**config.mk**
```make
export PLATFORM = sky130hd
export DESIGN_NAME = wlm_ctrl
export DESIGN_NICKNAME = d
export VERILOG_FILES = /design/src/wlm_pkg.sv /design/src/wlm_ctrl.sv
export SDC_FILE = /design/constraint.sdc
export NUM_CORES = 1
export LEC_CHECK = 0
export ABC_AREA = 1
export BUFFER_PORTS_ARGS = -buffer_cell sky130_fd_sc_hd__buf_2
export CORE_MARGIN = 1
export CORE_UTILIZATION = 51
export CTS_BUF_LIST = sky130_fd_sc_hd__clkbuf_4 sky130_fd_sc_hd__clkbuf_8
export CTS_CLUSTER_SIZE = 25
export DETAILED_ROUTE_END_ITERATION = 8
export PLACE_DENSITY = 0.86
export SYNTH_ARGS = -nofsm -noshare
export SYNTH_HDL_FRONTEND = slang
export SYNTH_SLANG_ARGS = --single-unit
```
**constraint.sdc**
```tcl
create_clock -name i_clk -period 2.08 [get_ports i_clk]
set_clock_uncertainty 0.2 [all_clocks]
set_input_delay 0.208 -clock i_clk [delete_from_list [all_inputs] [get_ports i_clk]]
set_output_delay 0.208 -clock i_clk [all_outputs]
set_load 0.03 [all_outputs]
```
**src/wlm_pkg.sv**
```systemverilog
// Shared types and constants of the waypoint linear mover.
`default_nettype none
package wlm_pkg;
    localparam int POS_W   = 19;
    localparam int TICK_W  = 20;
    localparam int SPEED_W = 12;
    localparam int DELAY_W = 26;
    localparam int WAIT_W  = 27;
    localparam int CFG_W   = 26;
    localparam int IDX_W   = 3;
    localparam int D2_W    = 40;
    localparam int ROOT_W  = 20;
    localparam int DEN_W   = 40;
    localparam int Q_W     = 32;
    localparam int US_W    = 20;
    localparam int IN_TDATA_W  = 24;
    localparam int OUT_TDATA_W = 48;

    localparam logic [US_W-1:0]   US_PER_S = 20'd1000000;
    localparam logic [POS_W-1:0]  POS_MAX  = {POS_W{1'b1}};
    localparam logic [WAIT_W-1:0] WAIT_MAX = {WAIT_W{1'b1}};

    localparam logic [IDX_W-1:0] REG_START_X = 3'd0;
    localparam logic [IDX_W-1:0] REG_START_Y = 3'd1;
    localparam logic [IDX_W-1:0] REG_END_X   = 3'd2;
    localparam logic [IDX_W-1:0] REG_END_Y   = 3'd3;
    localparam logic [IDX_W-1:0] REG_SPEED   = 3'd4;
    localparam logic [IDX_W-1:0] REG_DELAY   = 3'd5;

    typedef struct packed {
        logic capture;
        logic wait_upd;
        logic square;
        logic sum;
        logic snap;
        logic sqrt_init;
        logic sqrt_step;
        logic den;
        logic mul1;
        logic mul2;
        logic div_init;
        logic div_step;
        logic upd;
        logic axis;
        logic out_load;
    } t_cmd;

    typedef struct packed {
        logic is_wait;
        logic near;
        logic flying;
    } t_status;
endpackage
`default_nettype wire

```
**src/wlm_ctrl.sv**
```systemverilog
// Controller: sequences one tick through the datapath and owns the output handshake.
`default_nettype none
module wlm_ctrl (
    input  wire logic             i_clk,
    input  wire logic             i_rst_n,
    input  wire logic             i_in_valid,
    output logic                  o_in_ready,
    output logic                  o_out_valid,
    input  wire logic             i_out_ready,
    input  wire wlm_pkg::t_status i_status,
    output wlm_pkg::t_cmd         o_cmd
);
    import wlm_pkg::*;

    localparam logic [3:0] S_IDLE = 4'd0;
    localparam logic [3:0] S_CHK  = 4'd1;
    localparam logic [3:0] S_SUM  = 4'd2;
    localparam logic [3:0] S_TEST = 4'd3;
    localparam logic [3:0] S_SQRT = 4'd4;
    localparam logic [3:0] S_DEN  = 4'd5;
    localparam logic [3:0] S_MUL1 = 4'd6;
    localparam logic [3:0] S_MUL2 = 4'd7;
    localparam logic [3:0] S_DIVI = 4'd8;
    localparam logic [3:0] S_DIV  = 4'd9;
    localparam logic [3:0] S_UPD  = 4'd10;
    localparam logic [3:0] S_DONE = 4'd11;

    localparam int CNT_W = 5;
    localparam logic [CNT_W-1:0] SQRT_LAST = CNT_W'(ROOT_W - 1);
    localparam logic [CNT_W-1:0] DIV_LAST  = CNT_W'(Q_W - 1);

    logic [3:0]       r_state, n_state;
    logic [CNT_W-1:0] r_cnt, n_cnt;
    logic             r_axis, n_axis;
    logic             r_out_valid, n_out_valid;
    logic             accept;

    assign o_in_ready  = (r_state == S_IDLE);
    assign accept      = o_in_ready && i_in_valid;
    assign o_out_valid = r_out_valid;

    always_comb begin
        n_state = r_state;
        n_cnt   = r_cnt;
        n_axis  = r_axis;
        o_cmd   = '0;
        o_cmd.axis = r_axis;
        unique case (r_state)
            S_IDLE: begin
                if (accept) begin
                    o_cmd.capture = 1'b1;
                    n_state = S_CHK;
                end
            end
            S_CHK: begin
                if (i_status.is_wait) begin
                    o_cmd.wait_upd = 1'b1;
                    n_state = S_DONE;
                end else begin
                    o_cmd.square = 1'b1;
                    n_state = S_SUM;
                end
            end
            S_SUM: begin
                o_cmd.sum = 1'b1;
                n_state = S_TEST;
            end
            S_TEST: begin
                if (i_status.near) begin
                    o_cmd.snap = 1'b1;
                    n_state = S_DONE;
                end else if (!i_status.flying) begin
                    n_state = S_DONE;
                end else begin
                    o_cmd.sqrt_init = 1'b1;
                    n_cnt   = '0;
                    n_state = S_SQRT;
                end
            end
            S_SQRT: begin
                o_cmd.sqrt_step = 1'b1;
                n_cnt = r_cnt + 1'b1;
                if (r_cnt == SQRT_LAST) begin
                    n_state = S_DEN;
                end
            end
            S_DEN: begin
                o_cmd.den = 1'b1;
                n_axis  = 1'b0;
                n_state = S_MUL1;
            end
            S_MUL1: begin
                o_cmd.mul1 = 1'b1;
                n_state = S_MUL2;
            end
            S_MUL2: begin
                o_cmd.mul2 = 1'b1;
                n_state = S_DIVI;
            end
            S_DIVI: begin
                o_cmd.div_init = 1'b1;
                n_cnt   = '0;
                n_state = S_DIV;
            end
            S_DIV: begin
                o_cmd.div_step = 1'b1;
                n_cnt = r_cnt + 1'b1;
                if (r_cnt == DIV_LAST) begin
                    n_state = S_UPD;
                end
            end
            S_UPD: begin
                o_cmd.upd = 1'b1;
                if (r_axis) begin
                    n_state = S_DONE;
                end else begin
                    n_axis  = 1'b1;
                    n_state = S_MUL1;
                end
            end
            S_DONE: begin
                if (!r_out_valid || i_out_ready) begin
                    o_cmd.out_load = 1'b1;
                    n_state = S_IDLE;
                end
            end
            default: n_state = S_IDLE;
        endcase
        if (o_cmd.out_load) begin
            n_out_valid = 1'b1;
        end else if (i_out_ready) begin
            n_out_valid = 1'b0;
        end else begin
            n_out_valid = r_out_valid;
        end
    end

    always_ff @(posedge i_clk) begin
        if (!i_rst_n) begin
            r_state     <= S_IDLE;
            r_cnt       <= '0;
            r_axis      <= 1'b0;
            r_out_valid <= 1'b0;
        end else begin
            r_state     <= n_state;
            r_cnt       <= n_cnt;
            r_axis      <= n_axis;
            r_out_valid <= n_out_valid;
        end
    end

    a_load_free: assert property (@(posedge i_clk) disable iff (!i_rst_n)
        o_cmd.out_load |-> (!r_out_valid || i_out_ready))
        else $error("output word overwritten while stalled");
    a_accept_chk: assert property (@(posedge i_clk) disable iff (!i_rst_n)
        accept |=> (r_state == S_CHK))
        else $error("accepted word not checked");
    a_sqrt_cnt: assert property (@(posedge i_clk) disable iff (!i_rst_n)
        (r_state == S_SQRT) |-> (r_cnt <= SQRT_LAST))
        else $error("root counter overrun");
    a_upd_axis: assert property (@(posedge i_clk) disable iff (!i_rst_n)
        (o_cmd.upd && !r_axis) |=> (r_state == S_MUL1 && r_axis))
        else $error("second axis skipped");
endmodule
`default_nettype wire

```
==> impl_metrics.ini <==
[synthesis]
yosysWarnings = 0
synth_edf_count = 0
yosysSeqAreaShare_pct = 29.2
synth.distinct_cells = 23
synth.largest_area_cell = dfxtp_1
synth-seq-cells = 11
avgSynthCellArea_sq_um = 6.28
synth-async-reset-ratio_pct = 0
ys.flop_type = dfxtp_1
synth_common_cells = nand2_1, inv_1, nor2_1, dfxtp_1
ys_top_cells_by_area = dfxtp_1, nand2_1, inv_1
synth_most_common_cell = nand2_1
yosysTopAreaCellShare_pct = 29.2
syn_area_sq_um = 753
synthesis.nets = 129
syn-instance-count = 120

[place]
io_buffers = 23
dp.cells = 154
dp_hpwl_mm = 1.30
dp_slack_ps = 393
place.gp.congestion = 0.804

[sta]
slew_violations = 0
tns_ps = 0
worst_pin_slew_ps = 335
finalSetupViolCount = 0
hold_viol = 0
rsz0062_at_grt = false
finalCritPeriodShare_pct = 86.2
setup_ws_ps = 288
post-route-min-period_ps = 1790
slew_headroom_pct = 77.7
max_clock_freq_ghz = 0.558

[die]
boundaryPins = 24
floorplan.initialDensity_pct = 56.5
die_area_sq_mm = 0.00163
die_w_um = 40.4
die_y_um = 40.4
core_sq_mm = 0.00133
fp-row-count = 13

[drt]
wl_mm = 1.62
dr.pass1.iters = 4
vias = 804
via_per_inst = 5.06
drt-wirelength-per-cell_um = 10.2
drtIter0Drc = 21
antenna_left = 0
drc = 0

[layout]
area_delta_synth_final_pct = 18.6
drive_above_1_share_pct = 25.0
fin_util_pct = 67.0
nets = 154
antenna_cells = 0
fin_cells = 159

[pwr]
sw_frac_of_total_pct = 49.9
finalPower_mw = 0.983
p_leak_nw = 0.503
ir_drop_mv = 0.593
p_seq_share_pct = 27.7
power.internal_mw = 0.492
power.share.clock_pct = 15.8
power.net_switching_mw = 0.490
powerDensity_mw_per_mm2 = 1100
combinationalPowerShare_pct = 56.5

[global_route]
grt_pass1_wl_mm = 2.45
grt-busiest-layer = met2
gr-total-overflow = 0
grt_max_degree = 10
grt_util_met1_pct = 25.1
antenna_found_initial = 0
met2_usage_pct = 40.9
grt_pass1_vias = 629
grt_use_met3_pct = 5.00
grt_usage_pct = 22.7

[critical_path]
required_ps = 1670
r2r_cells = 10
worstSetupStartpointType = flop
worstSetupPathType = reg -> out
critPathArrivalTime_ps = 1380
crit_fanout = 6
worst_setup_path_end_kind = output pin

[clock_tree]
cts_resized = 0
cts_max_path_buffers = 2
numCtsBuffers = 3
cts_tree = done
cts_sinks = 11
htreeDepth = 1
clk-insertion-delay-late_ps = 260
root_buffer = clkbuf_4
clk_pin_slew_worst_paths_ps = 60

[run_status]
status = finished, final reports clean

[flow_run]
maxCapViolations = 0

[min_path]
hold_depth = 4
hold_path.class = in -> reg
stage by stage:
step / hold slack [ps] / cell area, sq um
floorplan: 106 / 753
global placement: 228 / 853
detailed placement: 243 / 853
CTS: 62.0 / 893
global route: 59.3 / 893
finish: 60.6 / 893
critical path: stages, from the launching register on:
cell	delay, ps
dfxtp_1	400
nand2_1	190
inv_1	130
nand4_1	130
inv_1	70
buf_2	190
layer usage:
metal  vias up  wire length [um]
li1        419                 -
met2        16               844
met3         2                60
met5         -                 0
met4         0                14
met1       367               701
sequential cells by signal, summed over array words and instances (netlist names):
name / cells
r_axis: 1
o_out_valid: 1
r_cnt: 5
r_state: 4
final cells by class:
type | instances | area, sq um
Timing Repair Buffer | 24 | 125
Tap cell | 15 | 18.8
Sequential cell | 11 | 220
Multi-Input combinational cell | 83 | 417
Clock buffer | 4 | 30.0
Inverter | 22 | 82.6
Fill cell | 143 | 440
timing repair:
item | CTS | global route
hold buffers | 1 | 0
hold endpoints to repair | 1 | 0
setup endpoints to repair | 0 | 0
setup buffers | 0 | 0
cells in the final DEF (no fill, tap or decap), drive strengths merged:
master	synthesis	layout
nor2	22	22
dfxtp	11	11
clkbuf	0	4
a21oi	8	8
nand2	31	31
dlygate4sd3	0	1
clkinv	1	1
ha	2	2
nand3	8	8
inv	21	21
nand4	1	1
or2	1	1
buf	4	23
xor2	2	2
o21ai	2	2
o221ai	1	1
o211ai	1	1
nor3	4	4
worst paths after layout:
path / start / to / slack (ps)
setup reg to reg: r_cnt[0]$_SDFFE_PN0P_ / r_state[0]$_SDFFE_PN0P_ / 370
setup / recovery: r_state[0]$_SDFFE_PN0P_ / o_cmd[9] / 290
hold / removal: i_out_ready / o_out_valid$_SDFFE_PN0P_ / 60
hold reg to reg: r_cnt[3]$_SDFFE_PN0P_ / r_cnt[3]$_SDFFE_PN0P_ / 280
power groups by stage:
stage | clock network, mW | registers, mW | logic [mW]
2_1_floorplan | 0 | 0.271 | 0.440
3_3_place_gp | 0 | 0.275 | 0.543
3_5_place_dp | 0 | 0.277 | 0.549
4_1_cts | 0.160 | 0.272 | 0.556
5_1_grt | 0.171 | 0.275 | 0.610
6_report | 0.155 | 0.272 | 0.555
cell families (layout without fill, tap and decap cells):
family,count (synthesis),after routing,share of synthesized area [%]
adders and majority gates,2,2,3.32
DFF,11,11,29.2
xor gates and xnor gates,2,2,2.33
buffers and inverters,26,50,15.4
AOI/OAI and AO/OA,12,12,8.80
and+or+nand+nor,67,67,40.9
(Power assumes the default switching activity.)
