[config.mk]
export PLATFORM = sky130hd
export DESIGN_NAME = wlm_datapath
export DESIGN_NICKNAME = d
export VERILOG_FILES = /design/src/wlm_pkg.sv /design/src/wlm_datapath.sv
export SDC_FILE = /design/constraint.sdc
export NUM_CORES = 2
export LEC_CHECK = 0
export BUFFER_PORTS_ARGS = -buffer_cell sky130_fd_sc_hd__buf_4
export CORE_MARGIN = 3
export CORE_UTILIZATION = 70
export CTS_BUF_LIST = sky130_fd_sc_hd__clkbuf_16
export CTS_CLUSTER_SIZE = 24
export DETAILED_ROUTE_END_ITERATION = 10
export MAX_ROUTING_LAYER = met4
export PLACE_DENSITY = 0.93
export RECOVER_POWER = 50
export SLEW_MARGIN = 20
export SYNTH_ARGS = -nofsm -noshare
export SYNTH_HDL_FRONTEND = slang
export SYNTH_SLANG_ARGS = --single-unit
[constraint.sdc]
create_clock -name i_clk -period 16.5 [get_ports i_clk]
set_input_delay 0 -clock i_clk [delete_from_list [all_inputs] [get_ports i_clk]]
set_output_delay 0 -clock i_clk [all_outputs]
set_load 0.05 [all_outputs]
[src/wlm_pkg.sv]
// Shared types and constants of the waypoint linear mover.
`default_nettype none
package wlm_pkg;
    localparam int POS_W   = 19;
    localparam int TICK_W  = 20;
    localparam int SPEED_W = 12;
    localparam int DELAY_W = 26;
    localparam int WAIT_W  = 27;
    localparam int CFG_W   = 26;
    localparam int IDX_W   = 3;
    localparam int D2_W    = 40;
    localparam int ROOT_W  = 20;
    localparam int DEN_W   = 40;
    localparam int Q_W     = 32;
    localparam int US_W    = 20;
    localparam int IN_TDATA_W  = 24;
    localparam int OUT_TDATA_W = 48;

    localparam logic [US_W-1:0]   US_PER_S = 20'd1000000;
    localparam logic [POS_W-1:0]  POS_MAX  = {POS_W{1'b1}};
    localparam logic [WAIT_W-1:0] WAIT_MAX = {WAIT_W{1'b1}};

    localparam logic [IDX_W-1:0] REG_START_X = 3'd0;
    localparam logic [IDX_W-1:0] REG_START_Y = 3'd1;
    localparam logic [IDX_W-1:0] REG_END_X   = 3'd2;
    localparam logic [IDX_W-1:0] REG_END_Y   = 3'd3;
    localparam logic [IDX_W-1:0] REG_SPEED   = 3'd4;
    localparam logic [IDX_W-1:0] REG_DELAY   = 3'd5;

    typedef struct packed {
        logic capture;
        logic wait_upd;
        logic square;
        logic sum;
        logic snap;
        logic sqrt_init;
        logic sqrt_step;
        logic den;
        logic mul1;
        logic mul2;
        logic div_init;
        logic div_step;
        logic upd;
        logic axis;
        logic out_load;
    } t_cmd;

    typedef struct packed {
        logic is_wait;
        logic near;
        logic flying;
    } t_status;
endpackage
`default_nettype wire

[src/wlm_datapath.sv]
// Datapath: position state, squares, root, products, divider and output word.
`default_nettype none
module wlm_datapath #(
    parameter int FRAC_BITS = 8
) (
    input  wire logic                       i_clk,
    input  wire logic                       i_rst_n,
    input  wire logic                       i_cfg_we,
    input  wire logic [wlm_pkg::IDX_W-1:0]  i_cfg_addr,
    input  wire logic [wlm_pkg::CFG_W-1:0]  i_cfg_data,
    input  wire logic [wlm_pkg::TICK_W-1:0] i_tick,
    input  wire wlm_pkg::t_cmd              i_cmd,
    output wlm_pkg::t_status                o_status,
    output logic [wlm_pkg::POS_W-1:0]       o_pos_x,
    output logic [wlm_pkg::POS_W-1:0]       o_pos_y,
    output logic                            o_was_flying,
    output logic                            o_waiting,
    output logic                            o_arrived
);
    import wlm_pkg::*;

    localparam int P1_W  = POS_W + SPEED_W;
    localparam int NUM_W = P1_W + TICK_W + FRAC_BITS;
    localparam logic [D2_W-1:0] ONE_SQ = D2_W'(1) << (2 * FRAC_BITS);

    logic [POS_W-1:0]   r_end_x, r_end_y, r_cur_x, r_cur_y;
    logic [SPEED_W-1:0] r_speed;
    logic [DELAY_W-1:0] r_delay;
    logic [WAIT_W-1:0]  r_waited;
    logic               r_flying;
    logic [TICK_W-1:0]  r_tick;
    logic [POS_W-1:0]   r_ax, r_ay;
    logic               r_sx, r_sy, r_was, r_wait;
    logic [2*POS_W-1:0] r_sqx, r_sqy;
    logic [D2_W-1:0]    r_d2, r_rad;
    logic [ROOT_W:0]    r_rem;
    logic [ROOT_W-1:0]  r_root;
    logic [DEN_W-1:0]   r_den, r_drem;
    logic [P1_W-1:0]    r_p1;
    logic [NUM_W-1:0]   r_num;
    logic [Q_W-1:0]     r_nsh, r_q;

    logic [POS_W:0]     dx, dy;
    logic [WAIT_W:0]    wsum;
    logic [ROOT_W+2:0]  rs;
    logic [ROOT_W+3:0]  trial;
    logic [DEN_W:0]     drs;
    logic [POS_W-1:0]   mag, pos;
    logic               sgn;
    logic [Q_W:0]       psum;
    logic [POS_W-1:0]   n_pos;

    always_comb begin
        dx    = {1'b0, r_end_x} - {1'b0, r_cur_x};
        dy    = {1'b0, r_end_y} - {1'b0, r_cur_y};
        wsum  = {1'b0, r_waited} + (WAIT_W + 1)'(r_tick);
        rs    = {r_rem, r_rad[D2_W-1 -: 2]};
        trial = {1'b0, rs} - {2'b00, r_root, 2'b01};
        drs   = {r_drem, r_nsh[Q_W-1]};
        mag   = i_cmd.axis ? r_ay : r_ax;
        sgn   = i_cmd.axis ? r_sy : r_sx;
        pos   = i_cmd.axis ? r_cur_y : r_cur_x;
        psum  = (Q_W + 1)'(pos) + {1'b0, r_q};
        if (sgn) begin
            n_pos = (r_q > Q_W'(pos)) ? '0 : POS_W'(Q_W'(pos) - r_q);
        end else begin
            n_pos = (psum > (Q_W + 1)'(POS_MAX)) ? POS_MAX : psum[POS_W-1:0];
        end
    end

    always_ff @(posedge i_clk) begin
        if (!i_rst_n) begin
            r_end_x  <= '0;
            r_end_y  <= '0;
            r_speed  <= '0;
            r_delay  <= '0;
            r_cur_x  <= '0;
            r_cur_y  <= '0;
            r_waited <= '0;
            r_flying <= 1'b1;
        end else begin
            if (i_cfg_we) begin
                unique case (i_cfg_addr)
                    REG_START_X: begin
                        r_cur_x  <= i_cfg_data[POS_W-1:0];
                        r_waited <= '0;
                        r_flying <= 1'b1;
                    end
                    REG_START_Y: begin
                        r_cur_y  <= i_cfg_data[POS_W-1:0];
                        r_waited <= '0;
                        r_flying <= 1'b1;
                    end
                    REG_END_X: r_end_x <= i_cfg_data[POS_W-1:0];
                    REG_END_Y: r_end_y <= i_cfg_data[POS_W-1:0];
                    REG_SPEED: r_speed <= i_cfg_data[SPEED_W-1:0];
                    REG_DELAY: r_delay <= i_cfg_data[DELAY_W-1:0];
                    default: ;
                endcase
            end
            if (i_cmd.wait_upd) begin
                r_waited <= wsum[WAIT_W] ? WAIT_MAX : wsum[WAIT_W-1:0];
            end
            if (i_cmd.snap) begin
                r_cur_x  <= r_end_x;
                r_cur_y  <= r_end_y;
                r_flying <= 1'b0;
            end
            if (i_cmd.upd) begin
                if (i_cmd.axis) begin
                    r_cur_y <= n_pos;
                end else begin
                    r_cur_x <= n_pos;
                end
            end
        end
    end

    always_ff @(posedge i_clk) begin
        if (i_cmd.capture) begin
            r_tick <= i_tick;
            r_was  <= r_flying;
            r_wait <= 1'b0;
            r_sx   <= dx[POS_W];
            r_sy   <= dy[POS_W];
            r_ax   <= dx[POS_W] ? POS_W'(-dx) : dx[POS_W-1:0];
            r_ay   <= dy[POS_W] ? POS_W'(-dy) : dy[POS_W-1:0];
        end
        if (i_cmd.wait_upd) begin
            r_wait <= 1'b1;
        end
        if (i_cmd.square) begin
            r_sqx <= r_ax * r_ax;
            r_sqy <= r_ay * r_ay;
        end
        if (i_cmd.sum) begin
            r_d2 <= D2_W'(r_sqx) + D2_W'(r_sqy);
        end
        if (i_cmd.sqrt_init) begin
            r_rad  <= r_d2;
            r_rem  <= '0;
            r_root <= '0;
        end
        if (i_cmd.sqrt_step) begin
            r_rad <= r_rad << 2;
            if (!trial[ROOT_W+3]) begin
                r_rem  <= trial[ROOT_W:0];
                r_root <= {r_root[ROOT_W-2:0], 1'b1};
            end else begin
                r_rem  <= rs[ROOT_W:0];
                r_root <= {r_root[ROOT_W-2:0], 1'b0};
            end
        end
        if (i_cmd.den) begin
            r_den <= r_root * US_PER_S;
        end
        if (i_cmd.mul1) begin
            r_p1 <= mag * r_speed;
        end
        if (i_cmd.mul2) begin
            r_num <= (NUM_W'(r_p1) * NUM_W'(r_tick)) << FRAC_BITS;
        end
        if (i_cmd.div_init) begin
            r_drem <= DEN_W'(r_num >> Q_W);
            r_nsh  <= r_num[Q_W-1:0];
            r_q    <= '0;
        end
        if (i_cmd.div_step) begin
            r_nsh <= r_nsh << 1;
            if (drs >= {1'b0, r_den}) begin
                r_drem <= DEN_W'(drs - {1'b0, r_den});
                r_q    <= {r_q[Q_W-2:0], 1'b1};
            end else begin
                r_drem <= drs[DEN_W-1:0];
                r_q    <= {r_q[Q_W-2:0], 1'b0};
            end
        end
        if (i_cmd.out_load) begin
            o_pos_x      <= r_cur_x;
            o_pos_y      <= r_cur_y;
            o_was_flying <= r_was;
            o_waiting    <= r_wait;
            o_arrived    <= !r_flying;
        end
    end

    assign o_status.is_wait = r_waited < WAIT_W'(r_delay);
    assign o_status.near    = r_d2 <= ONE_SQ;
    assign o_status.flying  = r_flying;
endmodule
`default_nettype wire

==> run_results.csv <==
group,metric,value,unit
setup_path,crit_required,16940,ps
grt,grt_overflow,0,
sta,period_share,53.1,%
yosys,synth_seq_cells,651,
grt,grt_pass1_vias,71600,
grt,grt_max_degree,86,
yosys,synth-adder-area-share,41.9,%
yosys,postSynthCellCount,8827,
floorplan,die-width,355,um
yosys,synth_edf_count,506,
cts,insertion_delay,690,ps
setup_path,cp_max_fo,14,
floorplan,io_pins,111,
layout,final_nets,11000,
layout,final_common_cell,"inv_1",
layout,drive_gt1_share,4.42,%
drt,wl_met1,82500,um
layout,regArea,0.0181,mm2
cts,cts_tree,"yes",
grt,grt_pass1_wl,378000,um
yosys,async_reset_ff_share,0,%
setup_path,startpoint_type,"register",
drt,drc,0,
sta,setup_viol,0,
grt,track_usage,39.4,%
outcome,violations,"capacitance limit, slew limit",
yosys,ys.flop_type,"edfxtp_1",
floorplan,die_y,355,um
layout,fillers,7260,
place,dp.final_hpwl,172000,um
sta,tightest_slew,4540,ps
sta,final.setup_skew,35.0,ps
drt,vias_per_cell,6.33,
yosys,netlist_area,0.0851,mm2
min_path,hp-class,"in2reg",
layout,final_cell_mix,"inv_1, fa_1, nand2_1, ha_1, and2_1",
drt,route.met3.wl,30400,um
sta,hold_viol,0,
yosys,synthXorXnorAreaFrac,3.31,%
drt,vias,66600,
cts,cts.repair.resized,0,
floorplan,die_area,0.126,mm2
cts,clockBufferDepth,3,
sta,relSlewSlack,-203,%
yosys,synth_top_family_by_area,"adder cells",
place,place.gp.congestion,0.984,
yosys,ys_types,98,
yosys,syn_nets,11000,
drt,drt_iter0_drc,7291,
yosys,synthSimpleGateAreaFrac,13.3,%
yosys,synth.yosys.seq_area_share,21.3,%
layout,multi_input_area,0.0593,mm2
cts,hold_buffers,81,
drt,ant_nets,0,
yosys,synth_mux_area_share,1.55,%
drt,avgRoutedWirePerCell,22.5,um
layout,syn_to_final_growth,6.35,%
grt,antenna_found_initial,11,
floorplan,start_util,70.7,%
sta,fin_crit,8760,ps
drt,highest_layer,"met4",
cts,clk_pin_slew_worst_paths,60,ps
yosys,synth_compound_area_share,9.61,%
cts,clock-sinks,651,
floorplan,row_count,127,
sta,max_freq,114,MHz
job,drv_cap,15,
drt,drt-total-wl,237000,um
setup_path,cp-end-kind,"register",
outcome,status,"finished with violations",
cts,htreeDepth,3,
setup_path,cp.arrival,9200,ps
floorplan,core-area,0.120,mm2
yosys,syn_area_per_cell,9.64,um2
sta,report.final.slew_viol_count,681,
sta,grt_setup_unrepaired,"false",
yosys,yosysWarningCount,0,
setup_path,critPathKind,"reg2reg",
drt,wl_met2,108000,um
cts,cts_root_buf,"clkbuf_16",
cts,postCtsSetupRepairBufs,0,
place,portBuffers,110,
cts,cts_buffers,77,
sta,holdWs,58.3,ps
sta,final.setup.tns,0,ps
drt,dr.pass1.iters,10,
[layer usage]
metal / up-vias / GRT usage, %
met1: 32400 / 47.6
met3: 1346 / 11.0
met2: 4675 / 60.4
li1: 28100 / -
met4: 0 / 21.3
met5: - / -
[worst max-delay path: stages, from the launching register on]
cell       delay [ps]
edfxtp_1          900
clkinv_1          730
o21ai_0           960
buf_4             360
nand2_1           100
fa_1              490
fa_1              520
inv_1              60
fa_1              540
inv_1              60
fa_1              540
inv_1              60
fa_1              420
ha_1              230
or4_1             620
a21oi_1           160
o21ai_0           250
a221oi_1          520
a2111oi_0         250
o21a_1            240
o21ai_0           220
a21oi_1           120
xor2_1            160
[per-stage QoR]
step / instances / area (um2) / util (%) / setup slack [ps]
detailed placement: 10300 / 87300 / 72.6 / 8140
CTS: 10500 / 90600 / 75.3 / 8130
global route: 10500 / 90500 / 75.2 / 7640
global placement: 10300 / 87200 / 72.5 / 8340
floorplan: 8827 / 85100 / - / 9290
finish: 10500 / 90500 / 75.2 / 7740
[cell usage after synthesis (28+ instances only)]
master	number	share of area (%)
a21oi_1	365	2.1
nor3_1	75	0.44
a31oi_1	48	0.35
nand2_1	1011	4.5
fa_1	1265	30
a211oi_1	33	0.29
a22o_1	37	0.38
o21a_1	83	0.73
xor2_1	101	1.0
inv_1	1693	7.5
clkbuf_1	315	1.4
dfxtp_1	145	3.4
mux2_2	60	0.79
ha_1	827	12
a21boi_0	35	0.31
nor2_1	366	1.6
nand3_1	67	0.39
o21bai_1	37	0.33
mux2i_1	64	0.75
nor2b_1	93	0.68
and3_1	28	0.21
edfxtp_1	506	18
xnor2_1	221	2.3
and2_1	541	4.0
nand2b_1	58	0.43
a21o_1	144	1.3
o21ai_0	227	1.3
[registers in the layout, summed over array words and instances, names as in the netlist, 26 cells and up]
register	cells
r_waited	27
r_rad	40
r_delay	26
r_sqy	37
r_p1	31
r_den	34
r_d2	39
r_sqx	37
r_drem	40
r_q	32
r_num	51
[layout make-up]
cell class	instances	area share (%)
Timing Repair Buffer	278	2.39
Multi-Input combinational cell	6139	65.5
Tap cell	1612	2.23
Clock buffer	81	2.24
Clock inverter	58	0.524
Antenna cell	8	0.0221
Inverter	1698	7.04
Sequential cell	651	20.0
[final timing paths]
path            endpoint  slack (ps)  cells after the start        start
min            r_tick[5]          60                      2    i_tick[5]
min reg2reg  o_pos_x[12]         440                      0  r_cur_x[12]
max reg2reg     r_p1[29]        7740                     22      r_ax[7]
max             r_p1[29]        7740                     22      r_ax[7]
[kinds of logic (layout without fill, tap and decap cells)]
logic type	after synthesis	count (layout)
buffers and inverters	2037	2115
flip-flops	651	651
AND/OR/NAND/NOR	2373	2373
multiplexers	124	124
AO/OA/AOI/OAI	1228	1228
XOR/XNOR	322	322
adder cells (fa/ha/maj)	2092	2092
other	0	8
Power is left out: the tool's default activity adds up to more than one toggle a clock period on the data nets, which glitch-free logic cannot reach.
